<file path="src/hw/rtl/assert_macros.svh">
// assertion macros for the rtl files, included by gps_fix_to_local_plane.sv
`ifndef ASSERT_MACROS_SVH
`define ASSERT_MACROS_SVH

// same-cycle implication, disabled in reset
`define ASSERT_IMPLY(label, clk, rst_n, ante, cons, msg) \
    label: assert property (@(posedge clk) disable iff (!rst_n) (ante) |-> (cons)) \
        else $error(msg);

// next-cycle implication, disabled in reset
`define ASSERT_NEXT(label, clk, rst_n, ante, cons, msg) \
    label: assert property (@(posedge clk) disable iff (!rst_n) (ante) |=> (cons)) \
        else $error(msg);

`endif

</file>
<file path="src/hw/rtl/gfl_isqrt.sv">
// integer square root, two radicand bits per cycle
module gfl_isqrt (
    input  logic        i_clk,
    input  logic        i_rst_n,
    input  logic        i_start,
    input  logic [63:0] i_v,
    output logic        o_done,
    output logic [63:0] o_root
);
    logic        r_busy;
    logic        r_done;
    logic [63:0] r_v;
    logic [63:0] r_r;
    logic [63:0] r_bit;

    logic [63:0] trial;

    assign trial = r_r + r_bit;

    always_ff @(posedge i_clk) begin
        if (!i_rst_n) begin
            r_busy <= 1'b0;
            r_done <= 1'b0;
        end else begin
            r_done <= r_busy && (r_bit == 64'd1);
            if (i_start) begin
                r_busy <= 1'b1;
            end else if (r_busy && r_bit == 64'd1) begin
                r_busy <= 1'b0;
            end
        end
    end

    always_ff @(posedge i_clk) begin
        if (i_start) begin
            r_v   <= i_v;
            r_r   <= '0;
            r_bit <= 64'd1 << 62;
        end else if (r_busy) begin
            if (r_v >= trial) begin
                r_v <= r_v - trial;
                r_r <= (r_r >> 1) + r_bit;
            end else begin
                r_r <= r_r >> 1;
            end
            r_bit <= r_bit >> 2;
        end
    end

    assign o_done = r_done;
    assign o_root = r_r;
endmodule

</file>
<file path="config.mk">
export PLATFORM = sky130hd
export DESIGN_NAME = gfl_isqrt
export DESIGN_NICKNAME = d
export VERILOG_FILES = /design/src/hw/rtl/assert_macros.svh /design/src/hw/rtl/gfl_isqrt.sv
export SDC_FILE = /design/constraint.sdc
export NUM_CORES = 1
export LEC_CHECK = 0
export BUFFER_PORTS_ARGS = -buffer_cell sky130_fd_sc_hd__buf_4
export CELL_PAD_IN_SITES_DETAIL_PLACEMENT = 0
export CELL_PAD_IN_SITES_GLOBAL_PLACEMENT = 1
export CORE_MARGIN = 5
export CORE_UTILIZATION = 46
export CTS_CLUSTER_SIZE = 24
export DETAILED_ROUTE_END_ITERATION = 7
export GPL_ROUTABILITY_DRIVEN = 0
export HOLD_SLACK_MARGIN = 0.05
export PLACE_DENSITY_LB_ADDON = 0.2
export SLEW_MARGIN = 25
export SYNTH_ARGS = -nofsm -noshare
export SYNTH_HDL_FRONTEND = slang
export SYNTH_SLANG_ARGS = --single-unit
</file>
<file path="constraint.sdc">
create_clock -name i_clk -period 11.9 [get_ports i_clk]
set_input_delay 1.785 -clock i_clk [delete_from_list [all_inputs] [get_ports i_clk]]
set_output_delay 1.785 -clock i_clk [all_outputs]
set_load 0.005 [all_outputs]
</file>
**Word-level counts from Yosys, hierarchy flattened**

Index checks and enable logic that the tools add are counted.

- Output and inout bits: 65
- Input port bits: 67
- Flip-flop bits (word level): 162
- Logic and storage cells: 21

- Multiplexer cells: 6
- Magnitude comparators: 1
- Equal/unequal tests: 1
- Reduce and logical (&&, ||, !) cells: 5
- Add/subtract/negate cells: 3

Operator list:

| kind | count |
|---|---|
| 64-bit two-way mux | 4 |
| 63-bit by 63-bit adder with 64-bit output | 1 |
| 64-bit by 63-bit adder with 64-bit output | 1 |
| 64-bit greater-or-equal comparator | 1 |
| 64-bit subtractor | 1 |
| 32-bit by 1-bit == test with 1-bit output, second input constant | 1 |
| 2-bit nonzero test | 3 |
| 1-bit two-way mux | 2 |
| 2-bit AND reduction | 1 |
| 1-bit logical AND | 1 |

**Longest topological paths before layout**

Gate-level depths: netlist of run 1.

- Depth after elaboration: 5
- Gate-level depth with buffers: 24
- Depth with buffers taken out: 21

**Worst setup path after synthesis of run 1**

No wires, ideal clock.

- Kind: reg-to-reg
- Start: register r_r[20], in the netlist o_root[20]
- End: register r_v[0], enable pin
- Buffers on the path: 3
- Stages on the path, launching flop included: 22
- Library setup time: 574 ps
- Arrival: 8744 ps
- Slack: 2581 ps
- Period minus slack after synthesis: 9319 ps
- Data required time: 11326 ps
- Cell sequence: dfxtp_1 -> ha_1 -> nand4_1 -> or4_1 -> a21o_1 -> a21oi_1 -> o21bai_1 -> a21oi_2 -> a41oi_1 -> xor2_1 -> ha_1 -> clkbuf_1 -> a21oi_1 -> o21ai_0 -> a21oi_1 -> o21ai_0 -> a221oi_1 -> nand2_1 -> nor2_4 -> buf_4 -> buf_2 -> o21ai_0

- Longest elaborated chain between the ends: 4

Ends and longest elaborated chain:

| element | RTL line | RTL |
|---|---|---|
| from (decl) | gfl_isqrt.sv:13 | `logic [63:0] r_r;` |
| from (signal assigned) | gfl_isqrt.sv:42 | `r_r <= (r_r >> 1) + r_bit;` |
| from (signal assigned) | gfl_isqrt.sv:44 | `r_r <= r_r >> 1;` |
| 64-bit by 63-bit adder with 64-bit output | gfl_isqrt.sv:18 | `assign trial = r_r + r_bit;` |
| 64-bit greater-or-equal comparator | gfl_isqrt.sv:40 | `if (r_v >= trial) begin` |
| 2-bit nonzero test (no line) | - |  |
| 2-bit AND reduction (no line) | - |  |
| to (signal assigned) | gfl_isqrt.sv:36 | `r_v <= i_v;` |
| to (signal assigned) | gfl_isqrt.sv:41 | `r_v <= r_v - trial;` |
| to (decl) | gfl_isqrt.sv:12 | `logic [63:0] r_v;` |

No other way between the ends.
A chain may end at the register's enable or synchronous reset.

**Worst setup path after layout of run 1**

- Start: register r_bit[0]
- End: register r_v[1], enable pin

- Longest elaborated chain between the ends: 4

Ends and longest elaborated chain:

| element | RTL line | RTL |
|---|---|---|
| from (decl) | gfl_isqrt.sv:14 | `logic [63:0] r_bit;` |
| from (signal assigned) | gfl_isqrt.sv:38 | `r_bit <= 64'd1 << 62;` |
| from (signal assigned) | gfl_isqrt.sv:46 | `r_bit <= r_bit >> 2;` |
| 64-bit by 63-bit adder with 64-bit output | gfl_isqrt.sv:18 |  |
| 64-bit greater-or-equal comparator | gfl_isqrt.sv:40 |  |
| 2-bit nonzero test (no line) | - |  |
| 2-bit AND reduction (no line) | - |  |

No other way between the ends.

==> results of run 1 <==
[state kept, by name, summed over array words and instances (netlist names)]
register,flops
o_root,64
r_v,64
r_bit,32
o_done,1
r_busy,1
[kinds of logic (layout without fill, tap and decap cells)]
group,count (synthesis),count (layout)
muxes,49,49
and+or+nand+nor,693,693
buffers and inverters,173,225
DFF,162,162
AOI/OAI and AO/OA,658,658
xor gates and xnor gates,134,134
adders and majority gates,131,131
[layout by cell type (no fill, tap or decap), drive strengths merged, types with 7 or more instances in the layout]
| cell | count |
|---|---|
| a2111oi | 8 |
| a211oi | 39 |
| a21boi | 8 |
| a21o | 63 |
| a21oi | 120 |
| a221o | 7 |
| a221oi | 15 |
| a311oi | 32 |
| a31o | 15 |
| a31oi | 66 |
| and2 | 32 |
| and3 | 23 |
| and4 | 10 |
| buf | 137 |
| clkbuf | 20 |
| dfxtp | 98 |
| edfxtp | 64 |
| ha | 130 |
| inv | 62 |
| mux2 | 9 |
| mux2i | 40 |
| nand2 | 224 |
| nand3 | 56 |
| nand4 | 42 |
| nor2 | 179 |
| nor2b | 15 |
| nor3 | 39 |
| nor3b | 10 |
| nor4 | 18 |
| o211ai | 9 |
| o21a | 12 |
| o21ai | 156 |
| o21bai | 37 |
| o221ai | 7 |
| o31a | 7 |
| o31ai | 14 |
| or2 | 8 |
| or3 | 18 |
| xnor2 | 68 |
| xor2 | 66 |
[through the flow]
step / utilization, % / total power [mW] / setup WS [ns] / hold WS, ns / cell area (um^2)
3_3_place_gp: 50.0 / 2.66 / 5.30 / 0.498 / 16800
4_1_cts: 51.9 / 3.29 / 5.10 / 0.519 / 17400
2_1_floorplan: - / 2.21 / 2.58 / 0.492 / 15700
3_5_place_dp: 50.0 / 2.67 / 5.15 / 0.509 / 16800
5_1_grt: 51.9 / 3.55 / 4.47 / 0.576 / 17400
6_report: 51.9 / 3.31 / 4.90 / 0.508 / 17400
[worst max path at each step]
stage	from	endpoint	slack (ns)
2_1_floorplan	o_root[20]	r_v[0]	2.58
3_3_place_gp	o_root[0]	o_root[14]	5.30
3_5_place_dp	o_root[0]	o_root[12]	5.15
4_1_cts	o_root[0]	o_root[28]	5.10
5_1_grt	o_root[0]	o_root[4]	4.47
6_report	r_bit[0]	r_v[1]	4.90
[synthesized netlist by cell type (all sizes together), types with 23 or more instances]
master  number  area [um^2]
nand2      224          851
nor2       179          679
o21ai      156          785
ha         130         1630
a21oi      120          619
dfxtp       98         1960
clkbuf      84          318
xnor2       68          596
a31oi       66          413
xor2        66          578
edfxtp      64         1920
a21o        63          477
inv         56          210
nand3       56          285
nand4       42          263
mux2i       40          400
a211oi      39          320
nor3        39          195
o21bai      37          278
buf         33          169
a311oi      32          280
and2        32          203
and3        23          145
[power breakdown]
group / internal [mW] / switching [mW] / total (mW)
sequential: 0.743 / 0.130 / 0.874
clock: 0.339 / 0.267 / 0.605
combinational: 0.707 / 1.13 / 1.83
total: 1.79 / 1.52 / 3.31
[routing by layer]
layer / GRT usage (%) / up-vias / share of wire, %
met5: 0 / - / 0
met3: 3.86 / 68 / 7.1
li1: - / 7599 / -
met2: 37.5 / 589 / 41
met1: 38.8 / 7343 / 49
met4: 6.80 / 0 / 2.3
[area by class of cell]
class / count / share of cell area, %
multi-input cells: 1665 / 63.8
flip-flops and latches: 162 / 22.3
repair buffers: 137 / 5.92
well taps: 448 / 3.21
clock buffers: 20 / 2.75
inverters: 56 / 1.21
clock inverters: 12 / 0.804
[worst max-delay path: cells and delay by family (launching register included)]
family / cells / cell delay (ns)
compound gates: 12 / 3.47
xor+xnor: 1 / 0.10
fa+ha+maj: 3 / 0.86
buf+inv: 1 / 0.67
flops: 1 / 0.34
simple gates: 4 / 1.02
==> reports/qor.txt, run 1 <==
status - completed
worst reg2reg path depth - 21
clock latency on the worst-skew pair - 0.46 ns
RSZ-0062 raised after global routing - false
total gr overflow - 0
Die X-Extent - 195 um
Ant. Diodes - 0
Post-synth EDFFs - 64
Synth Area in Simple Gates - 21.3%
hold depth - 2
post-synthesis sequential area ratio - 24.7%
R2R setup slack - 4.90 ns
pin count of the biggest net entering global routing - 89
I/O Pins - 132
CP Launch Type - flop
Most common cell on crit path - ha_1
max frequency - 0.143 GHz
fraction of registers with async set/reset - 0%
Lkg Pwr - 6.80 nW
Critical Path RT - 11.97 ns
Mapped Area - 15700 um^2
# H-tree levels - 4
final-report setup violation count - 0
CTS tree - done
Slew HR - 31.5%
Core Box Area - 33600 um^2
die height - 195 um
worst slew pin tran - 1.03 ns
Port Buffers - 131
mux contribution to synthesized area - 3.20%
Crit path largest cell delay - 0.67 ns
clk slew on worst S/H paths - 0.06 ns
area of the multi-input gates - 11100 um^2
Clock Sinks - 162
endpoint of the worst hold path - o_root[0]
Clock Skew - 0.0127 ns
final wirelength - 50.3 mm
Crit. End Element - flop
Vias/cell - 6.24
Clock Path Buffers - 2
R2R Path Start - r_bit[0]
main combinational cell family by area after synthesis - compound AO/OA/AOI/OAI gates
XOR/XNOR Fraction of Synth Area - 7.48%
drt pass-1 iters - 8
Iter 0 DRT Violations - 1490
type of the worst min-delay path - reg2reg
Worst Path Arrival - 7.07 ns
setup TNS - 0 ns
die footprint - 37900 um^2
ratio of cells with drive above 1 in the final layout - 11.5%
vias - 15600
CTS hold repair buffers - 0
Syn-to-layout area delta - 11.1%
crit-path cells - ha_1 -> ha_1 -> a21o_1 -> a31oi_1 -> o211ai_1 -> a2111oi_2 -> nor4_1 -> o21ai_1 -> a211oi_1 -> a21oi_1 -> xor2_1 -> ha_1 -> nand2_1 -> o21ai_0 -> a21oi_1 -> o21ai_0 -> a221oi_1 -> nand2_1 -> nor2_4 -> o21ai_4 -> buf_4
Adder-Cell Fraction of Synth Area - 10.5%
root buf cell - clkbuf_16
Slew Viols, Final - 0
vias in the first global route - 14500
FF+latch count, synth - 162
Row Count - 67
final net count - 2237
# fillers - 3248
gr usage total - 25.5%
Synth Area in Compound Gates - 28.4%
hold path startpoint - o_root[0]
cts bufs inserted - 17
antenna violations before repair - 0
Synth Net Count - 2198
worst-path maximum fanout - 64
Distinct cells, synth - 94
Mapped Cells - 2000
Tcrit/Tclk final - 58.8%
Power Dens Cells - 190 nW/um^2
estimated wirelength of the detail-placed design - 38.4 mm
effective utilization at floorplan - 46.7%
Worst VDD drop - 0.000112 V
dpl cells - 2468
Crit Path Class - reg2reg
first-pass GRT wire length - 79.3 mm
DRT antenna net count - 0
post-CTS setup buffer count - 0
ys flop type - dfxtp_1
Fin. Hold Viols - 0
Finished Layout Cells - 2500
Worst path slowest cell - buf_4
worst r2r dst - r_v[1]
CTS-repair resized insts - 0
Final min period - 7.00 ns
Synth Warn # - 0
DRC - 0
Max Cap Violations - 0
syn avg cell area - 7.85 um^2
Seq. cell area - 3890 um^2
WL/cell - 20.1 um
(Power assumes the default switching activity.)
==> run 2, diff against run 1 <==
Settings changed: CORE_UTILIZATION 46 to 42.
Clock period 11.9 ns to 6 ns, I/O delays scaled along.
==> reports/qor.txt, run 2 (synthesis results as in run 1) <==
GR Util met3 - 4.07% (+0.21 points)
vias - 15900 (+2.0%)
root buf cell - clkbuf_16
clk slew on worst S/H paths - 0.06 ns (about the same)
hold depth - 2 (unchanged)
effective utilization at floorplan - 42.7% (-4.0 points)
final-report setup violation count - 0 (unchanged)
DRC - 0 (unchanged)
Die X-Extent - 203 um (+4.4%)
dpl cells - 2569 (+4.1%)
Vias/cell - 6.11 (-2.0%)
worst slew pin tran - 0.963 ns (-0.0642 ns)
die footprint - 41300 um^2 (+9.0%)
Tcrit/Tclk final - 95.2% (+36 points)
gr usage total - 24.8% (-0.76 points)
fin util - 49.6% (-2.3 points)
WL/cell - 20.6 um (+2.4%)
Row Count - 70 (+4.5%)
M1 GR Usage - 37.6% (-1.2 points)
type of the worst min-delay path - reg2reg
Syn-to-layout area delta - 16.2%
Port Buffers - 131 (unchanged)
GR Util met2 - 36.2% (-1.3 points)
grt peak-use layer - met1
Lkg Pwr - 7.24 nW (+6.5%)
Worst path slowest cell - a2111oi_4
R2R Path Start - o_root[0]
setup TNS - 0 ns (unchanged)
worst reg2reg path depth - 24 (+14%)
first-pass GRT wire length - 82.5 mm (+4.1%)
die height - 203 um (+4.4%)
hold path startpoint - o_root[0]
Max Cap Violations - 0 (unchanged)
Power Dens Cells - 378 nW/um^2 (+99%)
# H-tree levels - 4 (unchanged)
worst-path maximum fanout - 10 (-84%)
final wirelength - 53.7 mm (+6.6%)
Slew HR - 35.3% (+3.8 points)
commonest non-fill, non-tap cell in the layout - nand2_1
Crit Path Class - reg2reg
Fin. Hold Viols - 0 (unchanged)
DRT antenna net count - 0 (unchanged)
clock latency on the worst-skew pair - 0.46 ns (about the same)
most frequent cells in the layout - nand2_1 (222), buf_4 (210), nor2_1 (178)
Worst VDD drop - 0.000223 V (+99%)
Finished Layout Cells - 2602 (+4.1%)
antenna violations before repair - 0 (unchanged)
I/O Pins - 132 (unchanged)
CTS tree - done
Worst Path Arrival - 6.04 ns (-1.03 ns)
total gr overflow - 0 (unchanged)
crit-path cells - ha_1 -> ha_1 -> a21o_1 -> a31oi_1 -> o211ai_1 -> a2111oi_4 -> buf_4 -> o31ai_1 -> a21boi_1 -> nor2_1 -> o21ai_0 -> xor2_1 -> ha_1 -> and2_1 -> nand3_1 -> nor3_1 -> nand2_1 -> a31o_2 -> a21oi_4 -> nor2_4 -> buf_12 -> buf_12 -> or3_1 -> a311oi_1
ratio of cells with drive above 1 in the final layout - 15.5% (+4.0 points)
pin count of the biggest net entering global routing - 128 (+44%)
max frequency - 0.175 GHz (+23%)
CP Launch Type - flop
Setup crit start - o_root[0]
CTS hold repair buffers - 0 (unchanged)
Critical Path RT - 6.33 ns (-5.64 ns)
Clock Skew - 0.0128 ns (+0.000110 ns)
area of the multi-input gates - 11200 um^2 (+0.97%)
Iter 0 DRT Violations - 1712 (+15%)
Clock Path Buffers - 2 (unchanged)
Slew Viols, Final - 0 (unchanged)
Seq. cell area - 3890 um^2 (about the same)
vias in the first global route - 14700 (+1.7%)
Core Box Area - 36800 um^2 (+9.4%)
Crit. End Element - flop
Most common cell on crit path - ha_1
Ant. Diodes - 0 (unchanged)
estimated wirelength of the detail-placed design - 41.5 mm (+8.2%)
Clock Sinks - 162 (unchanged)
drt pass-1 iters - 5 (-3)
cts bufs inserted - 17 (unchanged)
# fillers - 3591 (+11%)
status - completed
Final min period - 5.71 ns (-1.29 ns)
Crit path largest cell delay - 0.41 ns (-0.26 ns)
final net count - 2319 (+3.7%)
==> run 2: final cells by class <==
type | instances | share of cell area (%)
multi-input combinational | 1665 | 61.6
clock inverter | 8 | 0.562
timing repair buffer | 219 | 9.58
tap | 468 | 3.21
inverter | 56 | 1.15
clock buffer | 24 | 2.59
sequential | 162 | 21.3
==> run 2: timing repair <==
item / 4_1_cts / 5_1_grt
resized for setup: 1 / 22
endpoints found under the hold margin: 0 / 0
setup endpoints to repair: 1 / 139
gates cloned: 0 / 0
setup buffers: 0 / 1
pin swaps: 0 / 5
==> run 2: layer usage <==
| layer | up-vias | wire [um] |
|---|---|---|
| met1 | 7502 | 26400 |
| li1 | 7725 | - |
| met3 | 75 | 3890 |
| met4 | 0 | 1140 |
| met2 | 605 | 22200 |
| met5 | - | 0 |
==> run 2: final timing paths <==
path                                   end  slack, ns
worst max-delay path            o_root[23]       0.29
worst min-delay path             o_root[0]       0.52
worst max register to register  o_root[23]       0.29
worst min register to register   o_root[0]       0.52
==> run 2: report_power, final <==
part / total (mW) / internal (mW) / leakage, nW / switching, mW
Combinational: 4.11 / 1.67 / 5.51 / 2.43
Clock: 1.13 / 0.638 / 0.284 / 0.490
Sequential: 1.67 / 1.47 / 1.44 / 0.193
Total: 6.90 / 3.78 / 7.24 / 3.12
==> run 2: through the flow <==
step	power, mW	area (um^2)	worst slack, ns	hold WS (ns)
floorplan	4.37	15700	0.280	0.492
global placement	5.64	17600	-0.0196	0.499
detailed placement	5.66	17600	0.00405	0.512
CTS	6.81	18100	0.0102	0.522
global route	7.35	18200	-0.000777	0.580
finish	6.90	18200	0.288	0.523
==> run 2: worst max-delay path: cells and delay by family (launching register included) <==
| family | cells | cell delay (ns) |
|---|---|---|
| compound gates | 10 | 2.52 |
| flops | 1 | 0.33 |
| xor+xnor | 1 | 0.12 |
| buf+inv | 3 | 0.48 |
| simple gates | 7 | 1.28 |
| fa+ha+maj | 3 | 0.82 |
